==> config.mk <==
export PLATFORM = sky130hd
export DESIGN_NAME = brbf_pop_align
export DESIGN_NICKNAME = d
export VERILOG_FILES = /design/src/rtl/core/brbf_pkg.sv /design/src/rtl/core/brbf_pop_align.sv
export SDC_FILE = /design/constraint.sdc
export NUM_CORES = 1
export LEC_CHECK = 0
export CAP_MARGIN = 5
export CORE_UTILIZATION = 60
export DETAILED_ROUTE_END_ITERATION = 16
export DONT_BUFFER_PORTS = 1
export GPL_TIMING_DRIVEN = 0
export PLACE_DENSITY = 0.74
export SLEW_MARGIN = 20
export SYNTH_ARGS = -nofsm -noshare
export SYNTH_HDL_FRONTEND = slang
export SYNTH_SLANG_ARGS = --single-unit
==> constraint.sdc <==
create_clock -name vclk -period 3.6
set_clock_uncertainty 0.05 [all_clocks]
set_input_delay 0 -clock vclk [all_inputs]
set_output_delay 0 -clock vclk [all_outputs]
set_load 0.05 [all_outputs]
==> src/rtl/core/brbf_pkg.sv <==
// ----------------------------------------------------------------------------
// brbf_pkg
// Shared types and constants for the byte ring block FIFO.
// ----------------------------------------------------------------------------
package brbf_pkg;

  localparam int BYTE_W = 8;
  localparam int LANES  = 8;
  localparam int LANE_W = 3;
  localparam int LEN_W  = 4;
  localparam int DATA_W = LANES * BYTE_W;
  localparam int CAP_W  = 11;

  localparam logic MODE_PUSH = 1'b0;
  localparam logic MODE_POP  = 1'b1;

  typedef logic [LANES-1:0][BYTE_W-1:0] lane_bytes_t;

  // what stage 2 carries to the pop aligner
  typedef struct packed {
    logic              ok;
    logic              pop;
    logic [LEN_W-1:0]  len;
    logic [LANE_W-1:0] rot;
  } pop_meta_t;

endpackage

==> src/rtl/core/brbf_pop_align.sv <==
// ----------------------------------------------------------------------------
// brbf_pop_align
// Rotates the lane read data into block order and masks unused bytes.
// ----------------------------------------------------------------------------
module brbf_pop_align (
  input  brbf_pkg::pop_meta_t         meta,
  input  brbf_pkg::lane_bytes_t       lane_data,
  output logic                        accepted,
  output logic [brbf_pkg::LEN_W-1:0]  moved_count,
  output logic [brbf_pkg::DATA_W-1:0] pop_data
);
  import brbf_pkg::*;

  always_comb begin
    logic [LANE_W-1:0] lane;
    pop_data = '0;
    for (int i = 0; i < LANES; i++) begin
      lane = LANE_W'(meta.rot + LANE_W'(i));
      if (meta.ok && meta.pop && (LEN_W'(i) < meta.len)) begin
        pop_data[i*BYTE_W +: BYTE_W] = lane_data[lane];
      end
    end
  end

  assign accepted    = meta.ok;
  assign moved_count = meta.ok ? meta.len : '0;

endmodule

Word-level counts from Yosys, hierarchy flattened

Cells that the tools add are included.

Multiplexer cells: 25
Add/sub/neg operators: 7
Reductions and logical operators: 9
Magnitude comparators: 16

Operator list:

| cell                                               | count |
|---|---|
| binary-select mux 8 bit (select 3 bit)             | 8 |
| two-way mux 8 bit                                  | 16 |
| < comparator 3 x 4 -> 1 bit, second input constant | 8 |
| < comparator 3 x 4 -> 1 bit, first input constant  | 4 |
| adder 3 bit, second input constant                 | 4 |
| logical AND 1 bit                                  | 9 |
| < comparator 1 x 4 -> 1 bit, first input constant  | 2 |
| < comparator 2 x 4 -> 1 bit, first input constant  | 2 |
| adder 3 x 2 -> 3 bit, second input constant        | 2 |
| two-way mux 4 bit                                  | 1 |
| adder 3 x 1 -> 3 bit, second input constant        | 1 |

Output and inout bits: 69
Logic and storage cells: 57
Register bits: 0
Input port bits: 73

Depth between registers and ports, before layout

Depth in word-level cells: 4
Gate-level depth with buffers: 9
Mapped depth without buffers: 5

Worst setup path after synthesis

No wires, ideal clock.

Path kind: in2out
From: input port meta[0] (netlist name)
To: output port pop_data[61] (netlist name)
Cell stages on the path: 9
Required time: 3550 ps
Path slack: 1149 ps
Buffers on the path: 5
Arrival: 2401 ps
Path through: buf_4 > buf_6 > buf_2 > inv_1 > ha_1 > buf_2 > buf_2 > mux2_2 > o22ai_1

Longest elaborated chain between the ends: 4

Ends and longest elaborated chain:

| what                                    | line                 | text |
|---|---|---|
| from (decl)                             | brbf_pop_align.sv:6  | `input brbf_pkg::pop_meta_t meta,` |
| adder 3 bit                             | brbf_pop_align.sv:18 | `lane = LANE_W'(meta.rot + LANE_W'(i));` |
| binary-select mux 8 bit (select 3 bit)  | brbf_pop_align.sv:20 | `pop_data[i*BYTE_W +: BYTE_W] = lane_data[lane];` |
| two-way mux 8 bit (not written as such) | brbf_pop_align.sv:20 |  |
| two-way mux 8 bit                       | brbf_pop_align.sv:19 | `if (meta.ok && meta.pop && (LEN_W'(i) < meta.len)) begin` |
| to (decl)                               | brbf_pop_align.sv:10 | `output logic [brbf_pkg::DATA_W-1:0] pop_data` |

Every way passes these cells. The select of a mux whose other input is x is not followed.

Final worst setup path

From: input port meta[0] (netlist name)
To: output port pop_data[28] (netlist name)

Longest elaborated chain between the ends: 4

Ends and longest elaborated chain:

| what                                    | line |
|---|---|
| adder 3 x 2 -> 3 bit                    | brbf_pop_align.sv:18 |
| binary-select mux 8 bit (select 3 bit)  | brbf_pop_align.sv:20 |
| two-way mux 8 bit (not written as such) | brbf_pop_align.sv:20 |
| two-way mux 8 bit                       | brbf_pop_align.sv:19 |

Every way passes these cells. The select of a mux whose other input is x is not followed.

==> results_dict.tcl <==
set metrics [dict create \
    fin_crit_ns 2.811 \
    gp_congestion 0.9907 \
    drv_slew 0 \
    finalNetCount 449 \
    layout_common_cells "o22ai_1 (58), mux2_1 (49), mux2i_1 (40)" \
    yosysWarnings 0 \
    crit_chain "buf_4 > buf_6 > buf_2 > inv_1 > ha_1 > buf_2 > buf_2 > mux2_2 > o22ai_1" \
    synth_nets 447 \
    antenna_cells 0 \
    drt_wl_total_um 12010 \
    ff_latch_area_um2 0 \
    worst_setup_path_end_kind "output pin" \
    cts_hold_buf 0 \
    grt_pass1_wl_um 18820 \
    grt_max_degree 11 \
    synth_area_per_cell_um2 9.505 \
    antenna_left 0 \
    drtPass1Iterations 5 \
    slowest_delay_ns 0.84 \
    final.clkbuf_count 0 \
    synth_cell_types 34 \
    worstMarginPinSlew_ns 1.122 \
    overflow 0 \
    synth_seq_area_share_pct 0 \
    max_slew_margin_pct 24.73 \
    synth_area_um2 3536 \
    post-place-cells 444 \
    cp_max_fo 10 \
    crit_top_cell "buf_2" \
    grt_pass1_vias 3581 \
    tns_ns 0 \
    hp-class "in2out" \
    startpoint "meta[0]" \
    avgRoutedWirePerCell_um 27.05 \
    vias 3491 \
    worstSetupStartpointType "input port" \
    dieArea_um2 6204 \
    start_util_pct 63.05 \
    fmax_mhz 355.7 \
    drt_iter0_drc 321 \
    antenna_found_initial 0 \
    cts_setup_buffers 0 \
    dp_hpwl_um 9822 \
    grt_usage_pct 38.53 \
    ir_drop_mv 0.08686 \
    stdcell_count 444 \
    finalHoldViolations 0 \
    path_buf_inv 6 \
    worstSetupPathType "in2out" \
    p_total_mw 0.6701 \
    core_um2 5608 \
    p_leak_nw 1.319 \
    cts_resized 0 \
    num_io_pins 142 \
    die_y_um 78.77 \
    syn_inst 372 \
    cp-endpoint "pop_data[28]" \
    crit_cells 9 \
    maxCapViolCount 0 \
    die_width_um 78.77 \
    area_growth_pct 6.263 \
    seq_cell_count 0 \
    arrival_ns 2.76 \
    timing.hold.ws_ns 0.1184 \
    run_status "finished clean" \
    rsz0062_at_grt "false" \
    route.detailed.drc 0 \
    port_buffers 0 \
    fin_crit_sh_pct 78.08 \
    final_common_cell "o22ai_1" \
    drive_gt1_share_pct 38.44 \
    finalSetupViolations 0 \
    powerDensity_nw_per_um2 178.4 \
    critPathSlowestCell "o22ai_1" \
    std_cell_rows 27 \
    routed_via_density 7.863 \
    crit_family "buffers and inverters" \
    critPathRequiredTime_ns 3.55 \
]
stage by stage:
step | worst slack [ns] | instance area [um^2] | util, %
after floorplan | 1.149 | 3536 | -
after global placement | 0.8512 | 3626 | 64.66
after detailed placement | 0.8212 | 3757 | 67.00
after CTS | 0.8138 | 3757 | 67.00
after global routing | 0.7129 | 3757 | 67.00
final | 0.7890 | 3757 | 67.00
cells in the mapped netlist, types with 5 or more instances:
cell	instances	area share, %
mux2_1	49	16
mux2_2	31	9.9
and2_1	5	0.88
a32o_1	16	4.5
buf_6	9	2.9
buf_4	8	1.7
buf_2	18	2.5
nand2_1	34	3.6
mux2i_1	40	11
nor2_1	10	1.1
mux4_2	32	20
nor3_1	25	3.5
o22ai_1	58	10
o22ai_2	6	2.1
cell families after synthesis:
logic type	count (synthesis)	share of synthesized area [%]
buffers and inverters	42	9.236
adder cells (fa/ha/maj)	2	0.7076
XOR/XNOR	4	2.159
multiplexers	152	57.18
AND/OR/NAND/NOR	84	11.25
AO/OA/AOI/OAI	88	19.46
per-layer routing:
layer,part of all wire (%),GRT usage (%)
met2,47,62.26
met3,11,5.747
met5,0,0
met4,1.1,11.48
met1,41,52.99
report_power, final:
| group | internal (mW) | switching (mW) | leakage (nW) |
|---|---|---|---|
| clock | 0 | 0 | 0 |
| combinational | 0.251 | 0.419 | 1.32 |
| sequential | 0 | 0 | 0 |
final cells by class:
cell class	count	area (um^2)
Multi-Input combinational cell	330	3341
Fill cell	470	1851
Buffer	40	319.1
Tap cell	72	90.09
Inverter	2	7.507
how the worst min path moves through the flow:
stage / startpoint / endpoint / cells past startpoint
2_1_floorplan: meta[8] / accepted / 1
3_3_place_gp: meta[8] / accepted / 1
3_5_place_dp: meta[8] / accepted / 1
4_1_cts: meta[8] / accepted / 1
5_1_grt: meta[8] / accepted / 1
6_report: meta[8] / accepted / 1
Note: power is estimated with default switching activity, not from simulation.
