### config.mk
export PLATFORM = sky130hd
export DESIGN_NAME = brbf_lane_ram
export DESIGN_NICKNAME = d
export VERILOG_FILES = /design/src/rtl/core/brbf_pkg.sv /design/src/rtl/core/brbf_lane_ram.sv
export SDC_FILE = /design/constraint.sdc
export NUM_CORES = 1
export LEC_CHECK = 0
export BUFFER_PORTS_ARGS = -buffer_cell sky130_fd_sc_hd__buf_2
export CORE_AREA = 5 5 362 328
export CTS_CLUSTER_DIAMETER = 30
export CTS_CLUSTER_SIZE = 14
export DETAILED_ROUTE_END_ITERATION = 16
export DIE_AREA = 0 0 367 333
export PLACE_DENSITY = 0.63
export SYNTH_ARGS = -nofsm -noshare
export SYNTH_HDL_FRONTEND = slang
export SYNTH_SLANG_ARGS = --single-unit
### constraint.sdc
create_clock -name clk -period 2.7 [get_ports clk]
set_input_delay 0.135 -clock clk [delete_from_list [all_inputs] [get_ports clk]]
set_output_delay 0.135 -clock clk [all_outputs]
set_load 0.02 [all_outputs]
### src/rtl/core/brbf_pkg.sv
// ----------------------------------------------------------------------------
// brbf_pkg
// Shared types and constants for the byte ring block FIFO.
// ----------------------------------------------------------------------------
package brbf_pkg;

  localparam int BYTE_W = 8;
  localparam int LANES  = 8;
  localparam int LANE_W = 3;
  localparam int LEN_W  = 4;
  localparam int DATA_W = LANES * BYTE_W;
  localparam int CAP_W  = 11;

  localparam logic MODE_PUSH = 1'b0;
  localparam logic MODE_POP  = 1'b1;

  typedef logic [LANES-1:0][BYTE_W-1:0] lane_bytes_t;

  // what stage 2 carries to the pop aligner
  typedef struct packed {
    logic              ok;
    logic              pop;
    logic [LEN_W-1:0]  len;
    logic [LANE_W-1:0] rot;
  } pop_meta_t;

endpackage

### src/rtl/core/brbf_lane_ram.sv
// ----------------------------------------------------------------------------
// brbf_lane_ram
// One byte lane of the ring store: one write port, one registered read port.
// ----------------------------------------------------------------------------
module brbf_lane_ram #(
  parameter int ROWS = 128,
  parameter int RW   = 7
) (
  input  logic                       clk,
  input  logic                       we,
  input  logic [RW-1:0]              waddr,
  input  logic [brbf_pkg::BYTE_W-1:0] wdata,
  input  logic                       re,
  input  logic [RW-1:0]              raddr,
  output logic [brbf_pkg::BYTE_W-1:0] rdata
);
  import brbf_pkg::*;

  logic [BYTE_W-1:0] mem [ROWS];
  logic [BYTE_W-1:0] rdata_r;

  always_ff @(posedge clk) begin
    if (we) begin
      mem[waddr] <= wdata;
    end
    if (re) begin
      rdata_r <= mem[raddr];
    end
  end

  assign rdata = rdata_r;

endmodule

==> After elaboration in Yosys (flattened, before gate mapping) <==
Memories as Yosys holds them, arrays and structs flattened. A register that Yosys moved wholly into a read port is not among the register bits.
Index checks and enable logic that the tools add are counted.
{ "word_totals": {"memories": 1, "inputBits": 25, "ff_bits": 0, "ramBits": 1024, "output_inout_bits": 8, "elab_cells": 3} }
{ "mem_list": {"columns": ["memory", "words", "width", "rd", "rd_clocked_by_memory_dff", "write_ports", "line_no", "rtl"], "rows": [
  ["mem", 128, 8, 1, 1, 1, "brbf_lane_ram.sv:19", "logic [BYTE_W-1:0] mem [ROWS];"]
]} }
{ "op_classes": {"mux": 2} }
{ "op_table": {"columns": ["operator", "count"], "rows": [
  ["two-way mux 1 bit", 2]
]} }

==> Longest topological paths before layout <==
{ "logic_depth": {"depth_word": 2, "mapped_depth": 7, "depth_no_buf": 4} }

==> Worst setup path after synthesis <==
OpenSTA, ideal clock, no wires.
{ "synth_path": {"kind": "input port to flip-flop", "from": "input port raddr[0]", "to": "register rdata_r[0], in the netlist rdata[0] (read register of mem) (data pin)", "required_ns": 2.440, "stages": 6, "n_path_buf": 2, "setup_slack_ns": -0.078, "t_arrival_ns": 2.519, "setup_time_ns": 0.260, "cell_sequence": "clkbuf_1 buf_1 mux4_2 mux4_2 mux4_2 mux2_2"} }
{ "synth_rtl": {"columns": ["item", "line_no", "rtl"], "rows": [
  ["from (decl)", "brbf_lane_ram.sv:14", "input logic [RW-1:0] raddr,"],
  ["to (decl)", "brbf_lane_ram.sv:20", "logic [BYTE_W-1:0] rdata_r;"]
]} }

==> results.md <==
* H-tree depth at 4
* R2R Setup Slk at 140 ps
* First DRT Iteration DRCs at 2303
* CTS sink count at 1032
* First-pass GRT wire length at 138000 um
* TritonRoute pass-1 iters at 5
* Final WL at 93400 um
* Largest net degree at the start of global routing at 129
* Cell area power density at 802 nW/um^2
* Initial Util at 34.7%
* Final hold vios at 0
* Die width at 367 um
* Final HPWL DP at 58800 um
* Max transition margin at 43.4%
* Worst VDD drop at 0.684 mV
* Die ar. at 122000 um^2
* RSZ-0062 raised after global routing: false
* Reg2reg start: mem[93][3]$_DFFE_PP_
* Post-synthesis register bit count at 1032
* Max-slew violations at 0
* Vias in the first global route at 19539
* Layout cells sized above 1 at 40.6%
* Mean Syn Cell Area at 24.3 um^2
* CP peak stage delay at 560 ps
* Outcome: finished, final reports clean
* CP Max Fanout at 1
* Seq/Total Area, Yosys at 78.0%
* Global route overflow at 0
* Startpoint Class: flip-flop
* Global route hottest layer: met2
* Tcrit/Tclk final at 94.8%
* Layout Nets at 1988
* Clock transition at path regs at 60 ps
* Setup Viol. Count Final at 0
* Top Ports at 33
* Row cnt at 118
* Leak at 15.6 nW
* Worst Tran Pin Value at 849 ps
* Critical path class: reg -> reg
* Antenna Nets Post-Route at 0
* Worst Path Required at 3170 ps
* Routing usage on met1 at 21.9%
* Syn Inst Count at 1635
* Vias per cell at 5.23
* Crit path launch: mem[93][3]$_DFFE_PP_
* Final worst path period need at 2560 ps
* CP Capture Type: flip-flop
* Postcts setup bufs at 0
* Buffers on Ports at 32
* Routed len/inst at 26.1 um
* Total track usage at 15.4%
* Clock skew at 23.7 ps
* Maximum clock path buffer count at 3
* Max_cap viols at 0
* Critical path arrival at 3030 ps
* Total chip power at 39.1 mW
* Initial antenna violation count at 7
* Synthesized area at 39700 um^2
* Slowest-stage cell, CP: mux4_2
* Placer Congestion at 0.801
* Chip Height at 333 um
* CTS tree: done
* Number of buffers created by CTS at 149
* Crit-path cells: mux4_2 > mux4_2 > mux4_2 > mux2_2
* R2R depth at 4
* Root Buffer: clkbuf_16
* DRC viols at 0
* M2 GR Usage at 23.4%
* Unique masters post-synth at 16
* Critical R2R Capture: rdata[3]$_DFFE_PP_
* Final Util at 42.7%
* Core area at 114000 um^2
* Vias at 18758
* GR Layer Usage met3 at 4.14%
* YS warnings at 0
* Hold/Removal Path Class: in -> reg
* CP most frequent cell: mux4_2
* Fmax at 391 MHz
* Worst-skew pair later-pin latency at 720 ps
* CP endpoint: rdata[3]$_DFFE_PP_
* Total nets after synthesis at 1660
* Area growth syn-to-layout at 22.9%
* Fill count at 9529
-- per-stage QoR --
| step | cell area, um^2 | std cells | hold WS (ps) | worst slack [ps] | TNS [ps] |
|---|---|---|---|---|---|
| floorplan | 39700 | 1635 | 234 | 14.9 | 0 |
| global placement | 43600 | 3304 | 529 | -256 | -1600 |
| detailed placement | 43600 | 3304 | 537 | -237 | -1540 |
| CTS | 48800 | 3585 | 0.113 | 125 | 0 |
| global route | 48800 | 3585 | 20.4 | 73.9 | 0 |
| finish | 48800 | 3587 | 8.98 | 141 | 0 |
-- layout by cell type (no fill, tap or decap), drive strengths merged --
cell,synthesis,final
buf,45,258
bufinv,0,19
clkbuf,44,172
clkinv,0,44
clkinvlp,0,21
diode,0,2
dlygate4sd3,0,8
edfxtp,1032,1032
inv,0,17
mux2,8,8
mux4,336,336
nand2,14,14
nand2b,2,2
nand3,12,12
nand4,3,3
nor2,122,122
nor2b,7,7
nor3,9,9
or3,1,1
-- layer usage --
layer / routed length (um) / part of all wire (%)
met3: 8430 / 9.0
met2: 43700 / 47
met5: 0 / 0
met1: 39300 / 42
met4: 2010 / 2.2
-- flip-flops by register name, summed over array words and instances, names as in the netlist --
| register | count |
|---|---|
| mem | 1024 |
| rdata | 8 |
-- how the worst min path moves through the flow --
stage / endpoint / slack (ps) / cells past startpoint / startpoint
floorplan: mem[0][0]$_DFFE_PP_ / 230 / 0 / wdata[0]
global placement: rdata[7]$_DFFE_PP_ / 530 / 1 / re
detailed placement: rdata[3]$_DFFE_PP_ / 540 / 1 / re
CTS: mem[52][7]$_DFFE_PP_ / 0.1 / 1 / wdata[7]
global route: mem[37][0]$_DFFE_PP_ / 20 / 2 / wdata[0]
finish: mem[33][0]$_DFFE_PP_ / 9 / 2 / wdata[0]
-- worst max-delay path, delay by kind of cell (launching register included) --
| family | cells | cell delay [ps] |
|---|---|---|
| flip-flops | 1 | 350 |
| multiplexers | 4 | 1940 |
-- Yosys cell counts --
cell type	number	area [um^2]
buf_1	18	67.6
buf_2	15	75.1
buf_4	11	82.6
buf_6	1	11.3
clkbuf_1	44	165
edfxtp_1	1032	31000
mux2_2	8	90.1
mux4_2	336	7570
nand2_1	14	52.6
nand2b_1	2	12.5
nand3_1	12	60.1
nand4_1	3	18.8
nor2_1	122	458
nor2b_1	7	43.8
nor3_1	9	45.0
or3_1	1	6.26
-- layout make-up --
class | count | area, um^2 | share of cell area [%]
Multi-Input combinational cell | 514 | 8350 | 17.1
Tap cell | 1500 | 1880 | 3.84
Sequential cell | 1032 | 31000 | 63.5
Timing Repair Buffer | 266 | 2480 | 5.08
Clock inverter | 101 | 1200 | 2.45
Antenna cell | 2 | 5.00 | 0.0102
Clock buffer | 172 | 3920 | 8.03
-- report_power, final --
group          internal, mW  switching (mW)
registers              17.7          0.0391
clock network          12.4            7.19
logic                 0.794            1.03
-- kinds of logic (layout without fill, tap and decap cells) --
logic type	after synthesis	in the layout	synth area share, %
flops	1032	1032	78.0
buf+inv	89	539	1.01
other cells	0	2	0
simple gates	170	170	1.75
mux	344	344	19.3
-- timing repair --
| item | 4_1_cts | 5_1_grt |
|---|---|---|
| resized for setup | 0 | 0 |
| hold endpoints to repair | 173 | 0 |
| hold buffers | 8 | 0 |
Power figures use the tool's default switching activity.
